--- src/rtl/atte_pkg.sv ---
// ----------------------------------------------------------------------------
// ANSI text terminal engine package
// Shared widths, command codes, character codes, result type and colour map.
// ----------------------------------------------------------------------------
package atte_pkg;

	localparam int MaxArgs    = 8;
	localparam int MaxColumns = 128;
	localparam int MaxRows    = 64;

	localparam int ArgIdxW = $clog2(MaxArgs);
	localparam int ColW    = $clog2(MaxColumns);
	localparam int RowW    = $clog2(MaxRows);
	localparam int ColsW   = ColW + 1;
	localparam int RowsW   = RowW + 1;

	localparam int CmdW   = 2;
	localparam int IdxW   = 13;
	localparam int CntW   = 14;
	localparam int ValW   = 16;
	localparam int ArgW   = 16;
	localparam int MacW   = 25;

	localparam logic [ArgW-1:0] ArgMax = 16'hFFFF;
	localparam logic [15:0] ResetAttribute = 16'h1700;
	localparam logic [15:0] BoldAdd = 16'h0800;

	// Register indexes of the configuration port.
	localparam logic [1:0] REG_COLUMNS = 2'd0;
	localparam logic [1:0] REG_ROWS    = 2'd1;
	localparam logic [1:0] REG_DEFATTR = 2'd2;
	localparam logic [1:0] REG_ENABLE  = 2'd3;

	// Character codes.
	localparam logic [7:0] CH_NUL   = 8'h00;
	localparam logic [7:0] CH_LF    = 8'h0A;
	localparam logic [7:0] CH_ESC   = 8'h1B;
	localparam logic [7:0] CH_SPACE = 8'h20;
	localparam logic [7:0] CH_ZERO  = 8'h30;
	localparam logic [7:0] CH_NINE  = 8'h39;
	localparam logic [7:0] CH_SEMI  = 8'h3B;
	localparam logic [7:0] CH_QMARK = 8'h3F;
	localparam logic [7:0] CH_LBR   = 8'h5B;
	localparam logic [7:0] CH_UP    = 8'h41;
	localparam logic [7:0] CH_DOWN  = 8'h42;
	localparam logic [7:0] CH_RIGHT = 8'h43;
	localparam logic [7:0] CH_LEFT  = 8'h44;
	localparam logic [7:0] CH_ED    = 8'h4A;
	localparam logic [7:0] CH_EL    = 8'h4B;
	localparam logic [7:0] CH_POS   = 8'h66;
	localparam logic [7:0] CH_SGR   = 8'h6D;
	localparam logic [7:0] CH_SAVE  = 8'h73;
	localparam logic [7:0] CH_REST  = 8'h75;

	// Parser modes.
	localparam logic [1:0] MODE_TEXT = 2'd0;
	localparam logic [1:0] MODE_ESC  = 2'd1;
	localparam logic [1:0] MODE_CSI  = 2'd2;

	typedef enum logic [CmdW-1:0] {
		CMD_UPDATE = 2'd0,
		CMD_WRITE  = 2'd1,
		CMD_FILL   = 2'd2,
		CMD_SCROLL = 2'd3
	} cmd_t;

	typedef struct packed {
		cmd_t            cmd;
		logic [IdxW-1:0] idx;
		logic [CntW-1:0] cnt;
		logic [ValW-1:0] val;
	} res_t;

	// ANSI colour number to text-mode colour nibble.
	localparam logic [3:0] COLOUR_MAP [8] = '{4'd0, 4'd4, 4'd2, 4'd6, 4'd1, 4'd5, 4'd3, 4'd7};

endpackage

--- src/rtl/atte_in_if.sv ---
// ----------------------------------------------------------------------------
// Input byte channel
// Valid/ready channel carrying one character byte per beat.
// ----------------------------------------------------------------------------
interface atte_in_if;
	logic       valid;
	logic       ready;
	logic [7:0] char_byte;

	modport source(output valid, output char_byte, input ready);
	modport sink(input valid, input char_byte, output ready);
endinterface

--- src/rtl/atte_out_if.sv ---
// ----------------------------------------------------------------------------
// Output command channel
// Valid/ready channel carrying one cell-store command per beat.
// ----------------------------------------------------------------------------
interface atte_out_if;
	import atte_pkg::*;
	logic            valid;
	logic            ready;
	logic [CmdW-1:0] command;
	logic [IdxW-1:0] cell_index;
	logic [CntW-1:0] fill_count;
	logic [ValW-1:0] cell_value;
	logic [RowW-1:0] cursor_row;
	logic [ColW-1:0] cursor_col;
	logic            last_of_run;

	modport source(output valid, output command, output cell_index, output fill_count,
		output cell_value, output cursor_row, output cursor_col, output last_of_run,
		input ready);
	modport sink(input valid, input command, input cell_index, input fill_count,
		input cell_value, input cursor_row, input cursor_col, input last_of_run,
		output ready);
endinterface

--- src/rtl/atte_mac.sv ---
// ----------------------------------------------------------------------------
// Shared multiply-add unit
// Registered a * b + c, used for cell indexes, fill spans and decimal digits.
// ----------------------------------------------------------------------------
module atte_mac (
	input  logic                         clk,
	input  logic [atte_pkg::ArgW-1:0]    a,
	input  logic [7:0]                   b,
	input  logic [atte_pkg::ArgW-1:0]    c,
	output logic [atte_pkg::MacW-1:0]    r_q
);
	import atte_pkg::*;

	// One product and one add per cycle, result registered.
	always_ff @(posedge clk) begin
		r_q <= MacW'(a * b) + MacW'(c);
	end
endmodule

--- src/rtl/atte_sgr.sv ---
// ----------------------------------------------------------------------------
// Select graphic rendition step
// Applies one SGR argument to the colour attribute and bold flag.
// ----------------------------------------------------------------------------
module atte_sgr (
	input  logic [15:0]               attr,
	input  logic                      bold,
	input  logic [atte_pkg::ArgW-1:0] arg,
	input  logic [15:0]               dflt,
	output logic [15:0]               attr_nx,
	output logic                      bold_nx
);
	import atte_pkg::*;

	logic [ArgW-1:0] fg_off;
	logic [ArgW-1:0] bg_off;

	assign fg_off = arg - ArgW'(30);
	assign bg_off = arg - ArgW'(40);

	// Only the codes below ten and the two colour decades have any effect.
	always_comb begin
		attr_nx = attr;
		bold_nx = bold;
		if (arg == ArgW'(0)) begin
			attr_nx = dflt;
			bold_nx = 1'b0;
		end else if (arg == ArgW'(1)) begin
			bold_nx = 1'b1;
		end else if (arg == ArgW'(2)) begin
			bold_nx = 1'b0;
		end else if (arg == ArgW'(7)) begin
			attr_nx = {attr[11:8], attr[15:12], 8'h00};
		end else if (arg >= ArgW'(30) && arg <= ArgW'(37)) begin
			attr_nx[11:8] = COLOUR_MAP[fg_off[2:0]];
		end else if (arg >= ArgW'(40) && arg <= ArgW'(47)) begin
			attr_nx[15:12] = COLOUR_MAP[bg_off[2:0]];
		end
	end
endmodule

--- src/rtl/ansi_text_terminal_engine.sv ---
// Bytes: a byte that is ignored (NUL or console disabled) is taken and dropped
// in the idle state; any other byte is decoded and its results handed out
// before the next byte is taken, so a stalled output holds the input too. An
// SGR sequence walks each stored argument (up to eight) through the SGR step;
// the sequencer uses the shared multiply-add unit for indexes, spans and digits.
// Reset: asynchronous, active low; cursor, parser and arguments clear,
// attribute and configuration registers return to their defaults at once.
// ----------------------------------------------------------------------------
// ANSI text terminal engine
// Parses a console byte stream and issues write, fill, scroll and cursor
// commands for a text-cell store.
// ----------------------------------------------------------------------------
module ansi_text_terminal_engine (
	input  logic        clk,
	input  logic        arst_n,
	atte_in_if.sink     in_ch,
	atte_out_if.source  out_ch,
	input  logic        cfg_write,
	input  logic [1:0]  cfg_index,
	input  logic [15:0] cfg_data
);
	import atte_pkg::*;

	typedef enum logic [12:0] {
		ST_IDLE    = 13'b0000000000001,
		ST_CLAMP   = 13'b0000000000010,
		ST_DECODE  = 13'b0000000000100,
		ST_DIGIT   = 13'b0000000001000,
		ST_WRITE   = 13'b0000000010000,
		ST_SCRMUL  = 13'b0000000100000,
		ST_SCRPUSH = 13'b0000001000000,
		ST_KPUSH   = 13'b0000010000000,
		ST_JCNT    = 13'b0000100000000,
		ST_JPUSH   = 13'b0001000000000,
		ST_SGR     = 13'b0010000000000,
		ST_FIN     = 13'b0100000000000,
		ST_EMIT    = 13'b1000000000000
	} state_t;

	state_t state_q;

	// Configuration registers.
	logic [7:0]  columns_q;
	logic [6:0]  rows_q;
	logic [15:0] defattr_q;
	logic        enable_q;

	// Terminal state.
	logic [RowW-1:0]    row_q, srow_q;
	logic [ColW-1:0]    col_q, scol_q;
	logic [15:0]        attr_q;
	logic               bold_q;
	logic [1:0]         mode_q;
	logic [ArgW-1:0]    args_q [MaxArgs];
	logic [ArgIdxW-1:0] cnt_q, sgr_i_q;
	logic [7:0]         c_q;
	logic [CntW-1:0]    jcnt_q;

	// Pending results and output register.
	res_t            res_q [2];
	logic [1:0]      nres_q;
	logic            emit_i_q;
	logic            out_valid_q;
	res_t            out_q;
	logic            out_last_q;
	logic [RowW-1:0] out_row_q;
	logic [ColW-1:0] out_col_q;

	logic [ColsW-1:0] cols_u;
	logic [RowsW-1:0] rows_u;
	logic [ArgIdxW-1:0] rd_idx;
	logic [ArgW-1:0]  arg_rd, a0, a1, k, a0p, a1p;
	logic [ArgW-1:0]  alu_a, alu_c;
	logic [7:0]       alu_b;
	logic [MacW-1:0]  alu_q;
	logic [15:0]      sgr_attr;
	logic             sgr_bold;
	logic             is_digit;
	logic             push_en;
	res_t             push_d;
	logic [7:0]       ch;
	logic [15:0]      wval;
	logic             out_free;
	logic [RowsW-1:0] row_inc;
	logic [ColsW-1:0] col_inc;
	logic [ArgW:0]    sum_row, sum_col;

	// Screen size in use, clamped into the supported range.
	always_comb begin
		cols_u = (columns_q == 8'd0) ? ColsW'(1) :
			(ColsW'(columns_q) > ColsW'(MaxColumns)) ? ColsW'(MaxColumns) : ColsW'(columns_q);
		rows_u = (rows_q == 7'd0) ? RowsW'(1) :
			(RowsW'(rows_q) > RowsW'(MaxRows)) ? RowsW'(MaxRows) : RowsW'(rows_q);
	end

	// Indexed argument read port, shared by digit collection and the SGR walk.
	assign rd_idx = (state_q == ST_SGR) ? sgr_i_q : cnt_q;
	assign arg_rd = args_q[rd_idx];
	assign a0     = args_q[0];
	assign a1     = args_q[1];
	assign k      = (a0 == ArgW'(0)) ? ArgW'(1) : a0;
	assign a0p    = k;
	assign a1p    = (a1 == ArgW'(0)) ? ArgW'(1) : a1;
	assign is_digit = (c_q >= CH_ZERO) && (c_q <= CH_NINE);
	assign row_inc = RowsW'(row_q) + RowsW'(1);
	assign col_inc = ColsW'(col_q) + ColsW'(1);
	assign sum_row = (ArgW+1)'(k) + (ArgW+1)'(row_q);
	assign sum_col = (ArgW+1)'(k) + (ArgW+1)'(col_q);

	// Cell value for a plain write.
	always_comb begin
		ch   = (c_q < CH_SPACE) ? CH_QMARK : c_q;
		wval = attr_q | {8'h00, ch};
		if (bold_q) begin
			wval = wval + BoldAdd;
		end
	end

	// Operand selection for the shared multiply-add unit.
	always_comb begin
		alu_a = ArgW'(row_q);
		alu_b = 8'(cols_u);
		alu_c = ArgW'(col_q);
		unique case (state_q)
			ST_DECODE: begin
				if (mode_q == MODE_CSI && is_digit) begin
					alu_a = arg_rd;
					alu_b = 8'd10;
					alu_c = ArgW'(c_q - CH_ZERO);
				end else if (mode_q == MODE_CSI && c_q == CH_ED) begin
					alu_a = ArgW'(cols_u);
					alu_c = '0;
					if (a0 == ArgW'(0)) begin
						alu_b = 8'(row_q);
					end else if (a0 == ArgW'(1)) begin
						alu_b = 8'(rows_u - RowsW'(row_q));
					end else begin
						alu_b = 8'(rows_u);
					end
				end
			end
			ST_SCRMUL: begin
				alu_a = ArgW'(rows_u - RowsW'(1));
				alu_c = '0;
			end
			ST_JCNT: begin
				alu_c = '0;
			end
			default: begin
			end
		endcase
	end

	atte_mac u_mac (
		.clk (clk),
		.a   (alu_a),
		.b   (alu_b),
		.c   (alu_c),
		.r_q (alu_q)
	);

	atte_sgr u_sgr (
		.attr    (attr_q),
		.bold    (bold_q),
		.arg     (arg_rd),
		.dflt    (defattr_q),
		.attr_nx (sgr_attr),
		.bold_nx (sgr_bold)
	);

	// Result pushed into the pending list in this cycle.
	always_comb begin
		push_en = 1'b0;
		push_d  = '{cmd: CMD_UPDATE, idx: '0, cnt: '0, val: '0};
		unique case (state_q)
			ST_WRITE: begin
				push_en = 1'b1;
				push_d  = '{cmd: CMD_WRITE, idx: alu_q[IdxW-1:0], cnt: CntW'(1), val: wval};
			end
			ST_SCRPUSH: begin
				push_en = 1'b1;
				push_d  = '{cmd: CMD_SCROLL, idx: alu_q[IdxW-1:0], cnt: CntW'(cols_u),
					val: defattr_q};
			end
			ST_KPUSH: begin
				push_en = 1'b1;
				push_d  = '{cmd: CMD_FILL, idx: alu_q[IdxW-1:0],
					cnt: CntW'(cols_u - ColsW'(col_q)), val: attr_q};
			end
			ST_JPUSH: begin
				push_en = 1'b1;
				push_d  = '{cmd: CMD_FILL,
					idx: (a0 == ArgW'(1)) ? alu_q[IdxW-1:0] : IdxW'(0),
					cnt: jcnt_q, val: attr_q};
			end
			ST_FIN: begin
				push_en = (nres_q == 2'd0);
			end
			default: begin
			end
		endcase
	end

	assign out_free = !out_valid_q || out_ch.ready;

	// Configuration registers.
	always_ff @(posedge clk or negedge arst_n) begin
		if (!arst_n) begin
			columns_q <= 8'd80;
			rows_q    <= 7'd25;
			defattr_q <= ResetAttribute;
			enable_q  <= 1'b1;
		end else if (cfg_write) begin
			unique case (cfg_index)
				REG_COLUMNS: columns_q <= cfg_data[7:0];
				REG_ROWS:    rows_q    <= cfg_data[6:0];
				REG_DEFATTR: defattr_q <= cfg_data;
				REG_ENABLE:  enable_q  <= cfg_data[0];
				default: begin
				end
			endcase
		end
	end

	// Pending result slots, byte latch and erase-display count.
	always_ff @(posedge clk) begin
		if (push_en) begin
			res_q[nres_q[0]] <= push_d;
		end
		if (in_ch.valid && in_ch.ready) begin
			c_q <= in_ch.char_byte;
		end
		if (state_q == ST_JCNT) begin
			jcnt_q <= alu_q[CntW-1:0];
		end
	end

	// Sequencer and terminal state.
	always_ff @(posedge clk or negedge arst_n) begin
		if (!arst_n) begin
			state_q     <= ST_IDLE;
			row_q       <= '0;
			col_q       <= '0;
			srow_q      <= '0;
			scol_q      <= '0;
			attr_q      <= ResetAttribute;
			bold_q      <= 1'b0;
			mode_q      <= MODE_TEXT;
			cnt_q       <= '0;
			sgr_i_q     <= '0;
			nres_q      <= '0;
			emit_i_q    <= 1'b0;
			out_valid_q <= 1'b0;
			out_q       <= '{cmd: CMD_UPDATE, idx: '0, cnt: '0, val: '0};
			out_last_q  <= 1'b0;
			out_row_q   <= '0;
			out_col_q   <= '0;
			for (int i = 0; i < MaxArgs; i++) begin
				args_q[i] <= '0;
			end
		end else begin
			if (push_en) begin
				nres_q <= nres_q + 2'd1;
			end
			// The emit state reloads the output register itself whenever it is taken.
			if (out_valid_q && out_ch.ready && state_q != ST_EMIT) begin
				out_valid_q <= 1'b0;
			end
			unique case (state_q)
				ST_IDLE: begin
					if (in_ch.valid) begin
						nres_q   <= '0;
						emit_i_q <= 1'b0;
						if (enable_q && in_ch.char_byte != CH_NUL) begin
							state_q <= ST_CLAMP;
						end
					end
				end
				ST_CLAMP: begin
					if (RowsW'(row_q) >= rows_u) begin
						row_q <= RowW'(rows_u - RowsW'(1));
					end
					if (ColsW'(col_q) >= cols_u) begin
						col_q <= ColW'(cols_u - ColsW'(1));
					end
					state_q <= ST_DECODE;
				end
				ST_DECODE: begin
					if (mode_q == MODE_CSI) begin
						if (is_digit) begin
							state_q <= ST_DIGIT;
						end else if (c_q == CH_SEMI) begin
							if (cnt_q != ArgIdxW'(MaxArgs - 1)) begin
								cnt_q <= cnt_q + ArgIdxW'(1);
								args_q[cnt_q + ArgIdxW'(1)] <= '0;
							end
							state_q <= ST_IDLE;
						end else begin
							mode_q  <= MODE_TEXT;
							state_q <= ST_FIN;
							unique case (c_q)
								CH_SGR: begin
									sgr_i_q <= '0;
									state_q <= ST_SGR;
								end
								CH_UP: begin
									row_q <= (k >= ArgW'(row_q)) ? '0 : row_q - RowW'(k);
								end
								CH_DOWN: begin
									row_q <= (sum_row >= (ArgW+1)'(rows_u - RowsW'(1))) ?
										RowW'(rows_u - RowsW'(1)) : row_q + RowW'(k);
								end
								CH_RIGHT: begin
									col_q <= (sum_col >= (ArgW+1)'(cols_u - ColsW'(1))) ?
										ColW'(cols_u - ColsW'(1)) : col_q + ColW'(k);
								end
								CH_LEFT: begin
									col_q <= (k >= ArgW'(col_q)) ? '0 : col_q - ColW'(k);
								end
								CH_EL: begin
									state_q <= ST_KPUSH;
								end
								CH_ED: begin
									state_q <= ST_JCNT;
								end
								CH_POS: begin
									row_q <= (a0p - ArgW'(1) >= ArgW'(rows_u)) ?
										RowW'(rows_u - RowsW'(1)) : RowW'(a0p - ArgW'(1));
									col_q <= (a1p - ArgW'(1) >= ArgW'(cols_u)) ?
										ColW'(cols_u - ColsW'(1)) : ColW'(a1p - ArgW'(1));
								end
								CH_SAVE: begin
									srow_q <= row_q;
									scol_q <= col_q;
								end
								CH_REST: begin
									row_q <= (RowsW'(srow_q) >= rows_u) ?
										RowW'(rows_u - RowsW'(1)) : srow_q;
									col_q <= (ColsW'(scol_q) >= cols_u) ?
										ColW'(cols_u - ColsW'(1)) : scol_q;
								end
								default: begin
								end
							endcase
						end
					end else if (mode_q == MODE_ESC && c_q == CH_LBR) begin
						mode_q  <= MODE_CSI;
						state_q <= ST_IDLE;
					end else begin
						mode_q <= MODE_TEXT;
						if (c_q == CH_ESC) begin
							mode_q <= MODE_ESC;
							cnt_q  <= '0;
							for (int i = 0; i < MaxArgs; i++) begin
								args_q[i] <= '0;
							end
							state_q <= ST_IDLE;
						end else if (c_q == CH_LF) begin
							col_q <= '0;
							if (row_inc >= rows_u) begin
								state_q <= ST_SCRMUL;
							end else begin
								row_q   <= row_inc[RowW-1:0];
								state_q <= ST_FIN;
							end
						end else begin
							state_q <= ST_WRITE;
						end
					end
				end
				ST_DIGIT: begin
					args_q[cnt_q] <= (alu_q > MacW'(ArgMax)) ? ArgMax : alu_q[ArgW-1:0];
					state_q <= ST_IDLE;
				end
				ST_WRITE: begin
					state_q <= ST_FIN;
					if (col_inc >= cols_u) begin
						col_q <= '0;
						if (row_inc >= rows_u) begin
							state_q <= ST_SCRMUL;
						end else begin
							row_q <= row_inc[RowW-1:0];
						end
					end else begin
						col_q <= col_inc[ColW-1:0];
					end
				end
				ST_SCRMUL: begin
					row_q   <= RowW'(rows_u - RowsW'(1));
					state_q <= ST_SCRPUSH;
				end
				ST_SCRPUSH: begin
					state_q <= ST_FIN;
				end
				ST_KPUSH: begin
					state_q <= ST_FIN;
				end
				ST_JCNT: begin
					state_q <= (a0 > ArgW'(2)) ? ST_FIN : ST_JPUSH;
				end
				ST_JPUSH: begin
					state_q <= ST_FIN;
				end
				ST_SGR: begin
					attr_q <= sgr_attr;
					bold_q <= sgr_bold;
					if (sgr_i_q == cnt_q) begin
						state_q <= ST_FIN;
					end else begin
						sgr_i_q <= sgr_i_q + ArgIdxW'(1);
					end
				end
				ST_FIN: begin
					state_q <= ST_EMIT;
				end
				ST_EMIT: begin
					if (out_free) begin
						out_valid_q <= 1'b1;
						out_q       <= res_q[emit_i_q];
						out_last_q  <= ({1'b0, emit_i_q} + 2'd1 == nres_q);
						out_row_q   <= row_q;
						out_col_q   <= col_q;
						emit_i_q    <= 1'b1;
						if ({1'b0, emit_i_q} + 2'd1 == nres_q) begin
							state_q <= ST_IDLE;
						end
					end
				end
				default: begin
					state_q <= ST_IDLE;
				end
			endcase
		end
	end

	// Ports.
	assign in_ch.ready        = (state_q == ST_IDLE);
	assign out_ch.valid       = out_valid_q;
	assign out_ch.command     = out_q.cmd;
	assign out_ch.cell_index  = out_q.idx;
	assign out_ch.fill_count  = out_q.cnt;
	assign out_ch.cell_value  = out_q.val;
	assign out_ch.cursor_row  = out_row_q;
	assign out_ch.cursor_col  = out_col_q;
	assign out_ch.last_of_run = out_last_q;

	// The cursor lies inside the screen when a byte is decoded.
	a_cursor_in_screen: assert property (@(posedge clk) disable iff (!arst_n)
		(state_q == ST_DECODE) |-> (RowsW'(row_q) < rows_u && ColsW'(col_q) < cols_u))
		else $error("cursor outside screen at decode");

	// Emission only ever runs with one or two pending results.
	a_emit_count: assert property (@(posedge clk) disable iff (!arst_n)
		(state_q == ST_EMIT) |-> (nres_q == 2'd1 || nres_q == 2'd2))
		else $error("bad pending result count");

	// The SGR walk never passes the last collected argument.
	a_sgr_bound: assert property (@(posedge clk) disable iff (!arst_n)
		(state_q == ST_SGR) |-> (sgr_i_q <= cnt_q))
		else $error("SGR walk beyond argument count");

	// The final result of a byte is flagged as last and the sequencer returns to idle.
	a_last_before_idle: assert property (@(posedge clk) disable iff (!arst_n)
		(state_q == ST_EMIT && $past(state_q) == ST_EMIT && out_free &&
		{1'b0, emit_i_q} + 2'd1 == nres_q) |=> (out_last_q && state_q == ST_IDLE))
		else $error("final result not flagged as last");
endmodule

--- src/flat_wrapper.sv ---
// flat-port wrapper written by rule: the top's interface ports become plain ports
module ansi_text_terminal_engine_flat import atte_pkg::*;
  (clk, arst_n, cfg_write, cfg_index, cfg_data, in_ch_valid, in_ch_char_byte, in_ch_ready, out_ch_valid, out_ch_command, out_ch_cell_index, out_ch_fill_count, out_ch_cell_value, out_ch_cursor_row, out_ch_cursor_col, out_ch_last_of_run, out_ch_ready);
  atte_in_if in_ch_i ();
  atte_out_if out_ch_i ();
  input  logic clk;
  input  logic arst_n;
  input  logic cfg_write;
  input  logic [1:0] cfg_index;
  input  logic [15:0] cfg_data;
  input wire logic [$bits(in_ch_i.valid)-1:0] in_ch_valid;
  input wire logic [$bits(in_ch_i.char_byte)-1:0] in_ch_char_byte;
  output wire logic [$bits(in_ch_i.ready)-1:0] in_ch_ready;
  output wire logic [$bits(out_ch_i.valid)-1:0] out_ch_valid;
  output wire logic [$bits(out_ch_i.command)-1:0] out_ch_command;
  output wire logic [$bits(out_ch_i.cell_index)-1:0] out_ch_cell_index;
  output wire logic [$bits(out_ch_i.fill_count)-1:0] out_ch_fill_count;
  output wire logic [$bits(out_ch_i.cell_value)-1:0] out_ch_cell_value;
  output wire logic [$bits(out_ch_i.cursor_row)-1:0] out_ch_cursor_row;
  output wire logic [$bits(out_ch_i.cursor_col)-1:0] out_ch_cursor_col;
  output wire logic [$bits(out_ch_i.last_of_run)-1:0] out_ch_last_of_run;
  input wire logic [$bits(out_ch_i.ready)-1:0] out_ch_ready;
  assign in_ch_i.valid = in_ch_valid;
  assign in_ch_i.char_byte = in_ch_char_byte;
  assign in_ch_ready = in_ch_i.ready;
  assign out_ch_valid = out_ch_i.valid;
  assign out_ch_command = out_ch_i.command;
  assign out_ch_cell_index = out_ch_i.cell_index;
  assign out_ch_fill_count = out_ch_i.fill_count;
  assign out_ch_cell_value = out_ch_i.cell_value;
  assign out_ch_cursor_row = out_ch_i.cursor_row;
  assign out_ch_cursor_col = out_ch_i.cursor_col;
  assign out_ch_last_of_run = out_ch_i.last_of_run;
  assign out_ch_i.ready = out_ch_ready;
  ansi_text_terminal_engine u_core (.clk(clk), .arst_n(arst_n), .in_ch(in_ch_i), .out_ch(out_ch_i), .cfg_write(cfg_write), .cfg_index(cfg_index), .cfg_data(cfg_data));
endmodule
--- config.mk ---
export PLATFORM = sky130hd
export DESIGN_NAME = ansi_text_terminal_engine_flat
export DESIGN_NICKNAME = d
export VERILOG_FILES = /design/src/rtl/atte_pkg.sv /design/src/rtl/atte_in_if.sv /design/src/rtl/atte_out_if.sv /design/src/rtl/atte_mac.sv /design/src/rtl/atte_sgr.sv /design/src/rtl/ansi_text_terminal_engine.sv /design/src/flat_wrapper.sv
export SDC_FILE = /design/constraint.sdc
export NUM_CORES = 1
export LEC_CHECK = 0
export CAP_MARGIN = 30
export CORE_ASPECT_RATIO = 0.5
export CORE_MARGIN = 10
export CORE_UTILIZATION = 50
export CTS_CLUSTER_DIAMETER = 150
export DETAILED_ROUTE_END_ITERATION = 10
export DONT_BUFFER_PORTS = 1
export MAX_ROUTING_LAYER = met4
export PLACE_DENSITY = 0.72
export RECOVER_POWER = 50
export REMOVE_ABC_BUFFERS = 1
export SYNTH_ARGS = -nofsm -noshare
export SYNTH_HDL_FRONTEND = slang
export SYNTH_SLANG_ARGS = --single-unit
--- constraint.sdc ---
create_clock -name clk -period 18.3 [get_ports clk]
set_input_delay 0.915 -clock clk [delete_from_list [all_inputs] [get_ports clk]]
set_output_delay 0.915 -clock clk [all_outputs]
set_load 0.005 [all_outputs]
# [Word-level counts from Yosys, hierarchy flattened]
# Memory sizes are Yosys's and may differ from the RTL's. A register that Yosys moved wholly into a read port is not among the register bits.
# Index checks and enable logic that the tools add are counted.
[op_classes] add_sub_neg=26 n_reduce_logical=54 n_lt_le_gt_ge=30 mul=1 bitwise_logic=10 n_mux=127 eq_ne=71
[ops] cell="$mux W128" n=6
[ops] cell="$pmux W128 S2" n=1
[ops] cell="$mux W16" n=13
[ops] cell="$pmux W45 S4" n=1
[ops] cell="$mux W13" n=13
[ops] cell="$pmux W13 S10" n=1
[ops] cell="$and A128 B128 Y128" n=1
[ops] cell="$bwmux W128" n=1
[ops] cell="$not A128 Y128" n=1
[ops] cell="$mux W7" n=15
[ops] cell="$demux W16 S3" n=2
[ops] cell="$eq A8 B7 Y1 const B" n=11
[ops] cell="$mux W8" n=11
[ops] cell="$mux W6" n=13
[ops] cell="$pmux W16 S2" n=2
[ops] cell="$bmux W16 S3" n=1
[ops] cell="$logic_not A16 Y1" n=3
[ops] cell="$pmux W6 S4" n=2
[ops] cell="$mux W3" n=12
[ops] cell="$pmux W12 S3" n=1
[ops] cell="$ge A17 B17 Y1" n=2
[ops] cell="$eq A16 B1 Y1 const B" n=2
[ops] cell="$ge A16 B7 Y1" n=2
[ops] cell="$le A16 B6 Y1 const B" n=2
[ops] cell="101 further kinds" n=200
[word_totals] elab_cells=355 mem_bits_ro=64 input_bits=31 ram_bits=90 out_inout_bits=61 mem_count=3 register_bits=289
[memory_table] memory="u_core.res_q" depth=2 width=45 rd=1 rd_clocked_by_memory_dff=1 write_ports=1 line="ansi_text_terminal_engine.sv:60" text="res_t res_q [2];"
[memory_table] memory="(no name shown)" depth=8 width=4 rd=1 rd_clocked_by_memory_dff=0 write_ports=0 line="atte_sgr.sv:37" text="attr_nx[15:12] = COLOUR_MAP[bg_off[2:0]];"
[memory_table] memory="(no name shown)" depth=8 width=4 rd=1 rd_clocked_by_memory_dff=0 write_ports=0 line="atte_sgr.sv:35" text="attr_nx[11:8] = COLOUR_MAP[fg_off[2:0]];"

# [Longest topological paths before layout]
[logic_depth] ltp_word=17 depth_mapped=35

# [Modules after synthesis]
# A second synthesis with hierarchy kept.
[hier_totals] cells_unflattened=3059 hier_area_um2=29389.4
[modules_own_cells] mod="ansi_text_terminal_engine" n_inst=1 seq_area_each_um2=10563.9 cells_each=2396 area_each_um2=23682.7
[modules_own_cells] mod="atte_mac" n_inst=1 seq_area_each_um2=500.5 cells_each=577 area_each_um2=5180.0
[modules_own_cells] mod="atte_sgr" n_inst=1 seq_area_each_um2=0.0 cells_each=86 area_each_um2=526.8

# [Worst setup path before layout]
# OpenSTA, ideal clock, no wires.
[synth_path] path_kind="register -> register" startpoint="register u_core.state_q[9]" endpoint="register u_core.u_mac.r_q[19] (netlist bit)" stages_incl_launch_ff=29 setup_time_ps=123 n_path_buf=4 path_slack_ps=10991 arrival_time_ps=7186 required_ps=18177 cell_sequence="dfrtp_1 -> nor4_1 -> nand2_1 -> nor4_1 -> and4b_1 -> clkbuf_1 -> and2_1 -> clkbuf_1 -> nand2b_1 -> inv_1 -> clkbuf_1 -> clkbuf_1 -> nand3b_1 -> a21boi_0 -> fa_1 -> inv_1 -> fa_1 -> inv_1 -> fa_1 -> fa_1 -> inv_1 -> ha_1 -> o21ai_0 -> a21oi_1 -> o31a_1 -> a41oi_1 -> a21oi_1 -> a211oi_1 -> xnor2_1"
[synth_between] elab_chain_cells=10 word_cells_on_any_way=16
[synth_rtl] element="start: declaration" line="ansi_text_terminal_engine.sv:40" text="state_t state_q;"
[synth_rtl] element="start signal: assignment" line="ansi_text_terminal_engine.sv:399" text="state_q <= (a0 > ArgW'(2)) ? ST_FIN : ST_JPUSH;"
[synth_rtl] element="$eq A13 B11 Y1" line="ansi_text_terminal_engine.sv:97" text="assign rd_idx = (state_q == ST_SGR) ? sgr_i_q : cnt_q;"
[synth_rtl] element="$mux W3" line="ansi_text_terminal_engine.sv:97"
[synth_rtl] element="$not A3 Y4 (not written as such)" line="ansi_text_terminal_engine.sv:98" text="assign arg_rd = args_q[rd_idx];"
[synth_rtl] element="$bmux W16 S3" line="ansi_text_terminal_engine.sv:98"
[synth_rtl] element="$mux W16 (not written as such) (2 in series)" line="ansi_text_terminal_engine.sv:98"
[synth_rtl] element="$mux W16" line="ansi_text_terminal_engine.sv:126" text="if (mode_q == MODE_CSI && is_digit) begin"
[synth_rtl] element="$pmux W16 S2" line="ansi_text_terminal_engine.sv:124" text="unique case (state_q)"
[synth_rtl] element="$mul A16 B8 Y24" line="atte_mac.sv:16" text="r_q <= MacW'(a * b) + MacW'(c);"
[synth_rtl] element="$add A24 B16 Y25 *" line="atte_mac.sv:16"
[synth_rtl] element="end signal: assignment" line="atte_mac.sv:16"
[synth_rtl] element="end: declaration" line="atte_mac.sv:10" text="output logic [atte_pkg::MacW-1:0] r_q"
# Mark *: on every way between the ends. The rest lies on a longest branch, timed or not. The select of a mux whose other input is x is not followed.
# A chain may end at the register's enable or synchronous reset.

# [Final worst setup path]
[layout_path] startpoint="register u_core.state_q[12]" endpoint="register u_core.u_mac.r_q[19] (netlist bit)"
# Same word-level chain as after synthesis.

==> flow_summary.ini <==
[synth]
synth.most_common_cell = nand2_1
synth_async_sr_flop_share = 0.677
synth_top_area_cell = dfrtp_1
synth_top_area_share = 0.241
synth_commonest_cells = nand2_1, dfrtp_1, nor2_1
yosys_warnings = 0
netlist_top_cells_area = dfrtp_1, edfxtp_1, ha_1, fa_1, nand2_1
yosysSeqAreaShare = 0.392
ys_ff_latch = 424
synth_ff_type = dfrtp_1
synthCells = 2920
synth_edf_count = 112
synth_area_um2 = 28300
syn_area_per_cell_um2 = 9.68
synth_cell_type_count = 89

[placed_design]
port_buffers = 0
dp_worst_setup_slack_ps = 9820
hpwl_um = 71600
place_congestion = 1.00

[layout]
synthToLayoutAreaGrowth_pct = 9.09
regArea_um2 = 11100
layout.nets = 3284
drive_gt1_frac = 0.0905
multiInputGateArea_um2 = 16100
fillers = 4934

[flow_run]
cap_violations = 1

[floorplan]
io_pins = 92
rows = 61
coreArea_um2 = 55700
fp.dieArea_um2 = 67000
start_util = 0.507
die_w_um = 356
fp.dieH_um = 188

[routing]
drt_wl_total_um = 94000
firstDrtPassIters = 6
vias_per_cell = 6.10
drt_iter0_drc = 2818
route.detailed.drc = 0
wl_per_cell_um = 25.1
vias = 22884
postRouteAntennaNets = 0

[timing]
max_freq_mhz = 114
rsz0062_at_grt = no
finalCritPeriodShare = 0.481
skew_ps = 43.1
tns_ps = 0
setup_viol = 0
period_needed_ps = 8810
report.final.hold_viol_count = 0
worst_pin_slew_ps = 2550
worst_slack_ps = 9490
maxSlewViolCount = 245
maxSlewHeadroom = -0.703

[global_route]
antenna_found_initial = 11
gr-usage-all-layers = 0.286
grt_pass1_wl_um = 143000
grt_pass1_vias = 22596
grt_overflow = 0
grt_max_degree = 288

[clock_network]
cts_made_buffers = 41
cts-root-buf = clkbuf_16
clkSlewWorstSetupHoldPaths_ps = 70
htree_levels = 2
cts_tree = built
cts_resized = 0
cts.path.max_buffers = 3
postCtsSetupBuffers = 0
cts_num_sinks = 424
cts_hold_buf = 0
insertion_delay_ps = 610

[worst_setup_path]
worstRegToRegCells = 25
critPathArrivalTime_ps = 9260
cp_max_fo = 35
cp.required_ps = 18750
r2r_slack_ps = 9490
end_kind = flip-flop
r2r_start = u_core.state_q[12]
cp-start-kind = flip-flop
r2r-end = u_core.u_mac.r_q[19]
path_class = flip-flop to flip-flop

[status]
violations = max-capacitance violations, max-slew violations
status = finished, violations left

[power]
powerDensity_nw_per_um2 = 97.2
ir_drop_mv = 0.141
p_leak_nw = 14.0

[min_path]
min_path_type = input pin to async pin
[worst max-delay path by stage]
| stage | startpoint | to | slack [ps] | cells past startpoint |
|---|---|---|---|---|
| floorplan | u_core.state_q[2] | u_core.u_mac.r_q[19] | 10490 | 24 |
| global placement | u_core.state_q[9] | u_core.u_mac.r_q[18] | 9680 | 26 |
| detailed placement | u_core.state_q[8] | u_core.u_mac.r_q[19] | 9820 | 25 |
| CTS | u_core.state_q[8] | u_core.u_mac.r_q[19] | 9740 | 25 |
| global route | u_core.state_q[12] | u_core.u_mac.r_q[19] | 8900 | 25 |
| finish | u_core.state_q[12] | u_core.u_mac.r_q[19] | 9490 | 25 |
[critical path, stage by stage (launching register included)]
cell       delay (ps)
dfrtp_1           420
nor4_1            680
nand4_4           400
mux2_2            870
nor2_1            390
a2bb2oi_1         290
nand3_1           430
a211oi_1          360
a221o_1           270
inv_1             130
or2_2             320
fa_1              460
fa_1              550
inv_1              60
fa_1              530
inv_1              50
fa_1              530
inv_1              40
ha_1              340
nand2_1            90
a21oi_1            60
o31a_1            360
a41oi_1           370
a21oi_1           180
a211oi_1          320
xnor2_1           110
[state kept, by name, summed over array words and instances, names as in the netlist, 7 cells and up]
| register | flops |
|---|---|
| u_core.args_q | 96 |
| u_core.res_q | 90 |
| u_core.u_mac.r_q | 25 |
| u_core.a0 | 16 |
| u_core.a1 | 16 |
| u_core.attr_q | 16 |
| u_core.defattr_q | 16 |
| u_core.out_ch.cell_value | 16 |
| u_core.jcnt_q | 14 |
| u_core.out_ch.fill_count | 14 |
| u_core.out_ch.cell_index | 13 |
| u_core.state_q | 13 |
| u_core.c_q | 8 |
| u_core.columns_q | 8 |
| u_core.col_q | 7 |
| u_core.out_ch.cursor_col | 7 |
| u_core.rows_q | 7 |
| u_core.scol_q | 7 |
[placed cells by master (no fill, tap or decap), types with 21 or more instances in the layout]
cell       Yosys  routed
ha_1         197     195
nor4_1        21      21
nand2_1      322     322
dfrtp_1      272     271
or2_2         36      36
a22o_1        63      63
a21o_1        54      54
nor2_1       235     235
clkbuf_16      0      41
mux2_2        65      65
nand2b_1      28      28
nor2b_1       36      36
nand4_1       21      21
xor2_1        40      40
a21oi_1      148     148
edfxtp_1     112     112
inv_1        230     230
o21ai_0      175     175
nand3_1       58      58
nor3_1        51      51
dfxtp_1       25      25
buf_4          2      49
xnor2_1       61      61
and2_1        25      24
fa_1         106     106
mux2i_1       91      89
a211oi_1      37      37
conb_1         2      60
[kinds of logic after synthesis]
logic type      after synthesis  share of synthesized area
simple gates                915                      0.154
compound gates              654                      0.151
flops                       424                      0.392
buf+inv                     363                     0.0492
fa+ha+maj                   303                      0.162
mux                         158                     0.0593
xor+xnor                    101                     0.0313
other cells                   2                   0.000266
[metal layers]
layer  global-route usage  part of all wire  vias to the layer above
met3               0.0909              0.11                      120
met1                0.403              0.45                    11516
met5                    -                 0                        -
met2                0.396              0.42                      989
li1                     -                 -                    10259
met4               0.0630             0.020                        0
[power by group]
part	total (mW)	switching [mW]	internal [mW]
Sequential	1.12	0.0890	1.03
Clock	0.892	0.408	0.484
Combinational	0.986	0.572	0.414
[final cells by class]
class                   count  area share
clock buffers              50      0.0360
multi-input cells        2191       0.521
repair buffers             59      0.0147
inverters                 233      0.0284
flip-flops and latches    424       0.359
diodes                     12    0.000974
clock inverters            26     0.00921
well taps                 756      0.0307
[through the flow]
| stage | util | std cells | area [um^2] | hold slack, ps | power (mW) |
|---|---|---|---|---|---|
| final | 0.553 | 3751 | 30800 | 65.3 | 3.00 |
| after global routing | 0.553 | 3750 | 30800 | 30.2 | 3.18 |
| after detailed placement | 0.528 | 3661 | 29400 | 471 | 2.08 |
| after CTS | 0.553 | 3737 | 30800 | 25.3 | 2.98 |
| after global placement | 0.527 | 3654 | 29300 | 462 | 2.06 |
| after floorplan | - | 2848 | 28000 | 423 | 1.80 |
Power figures use the tool's default switching activity.
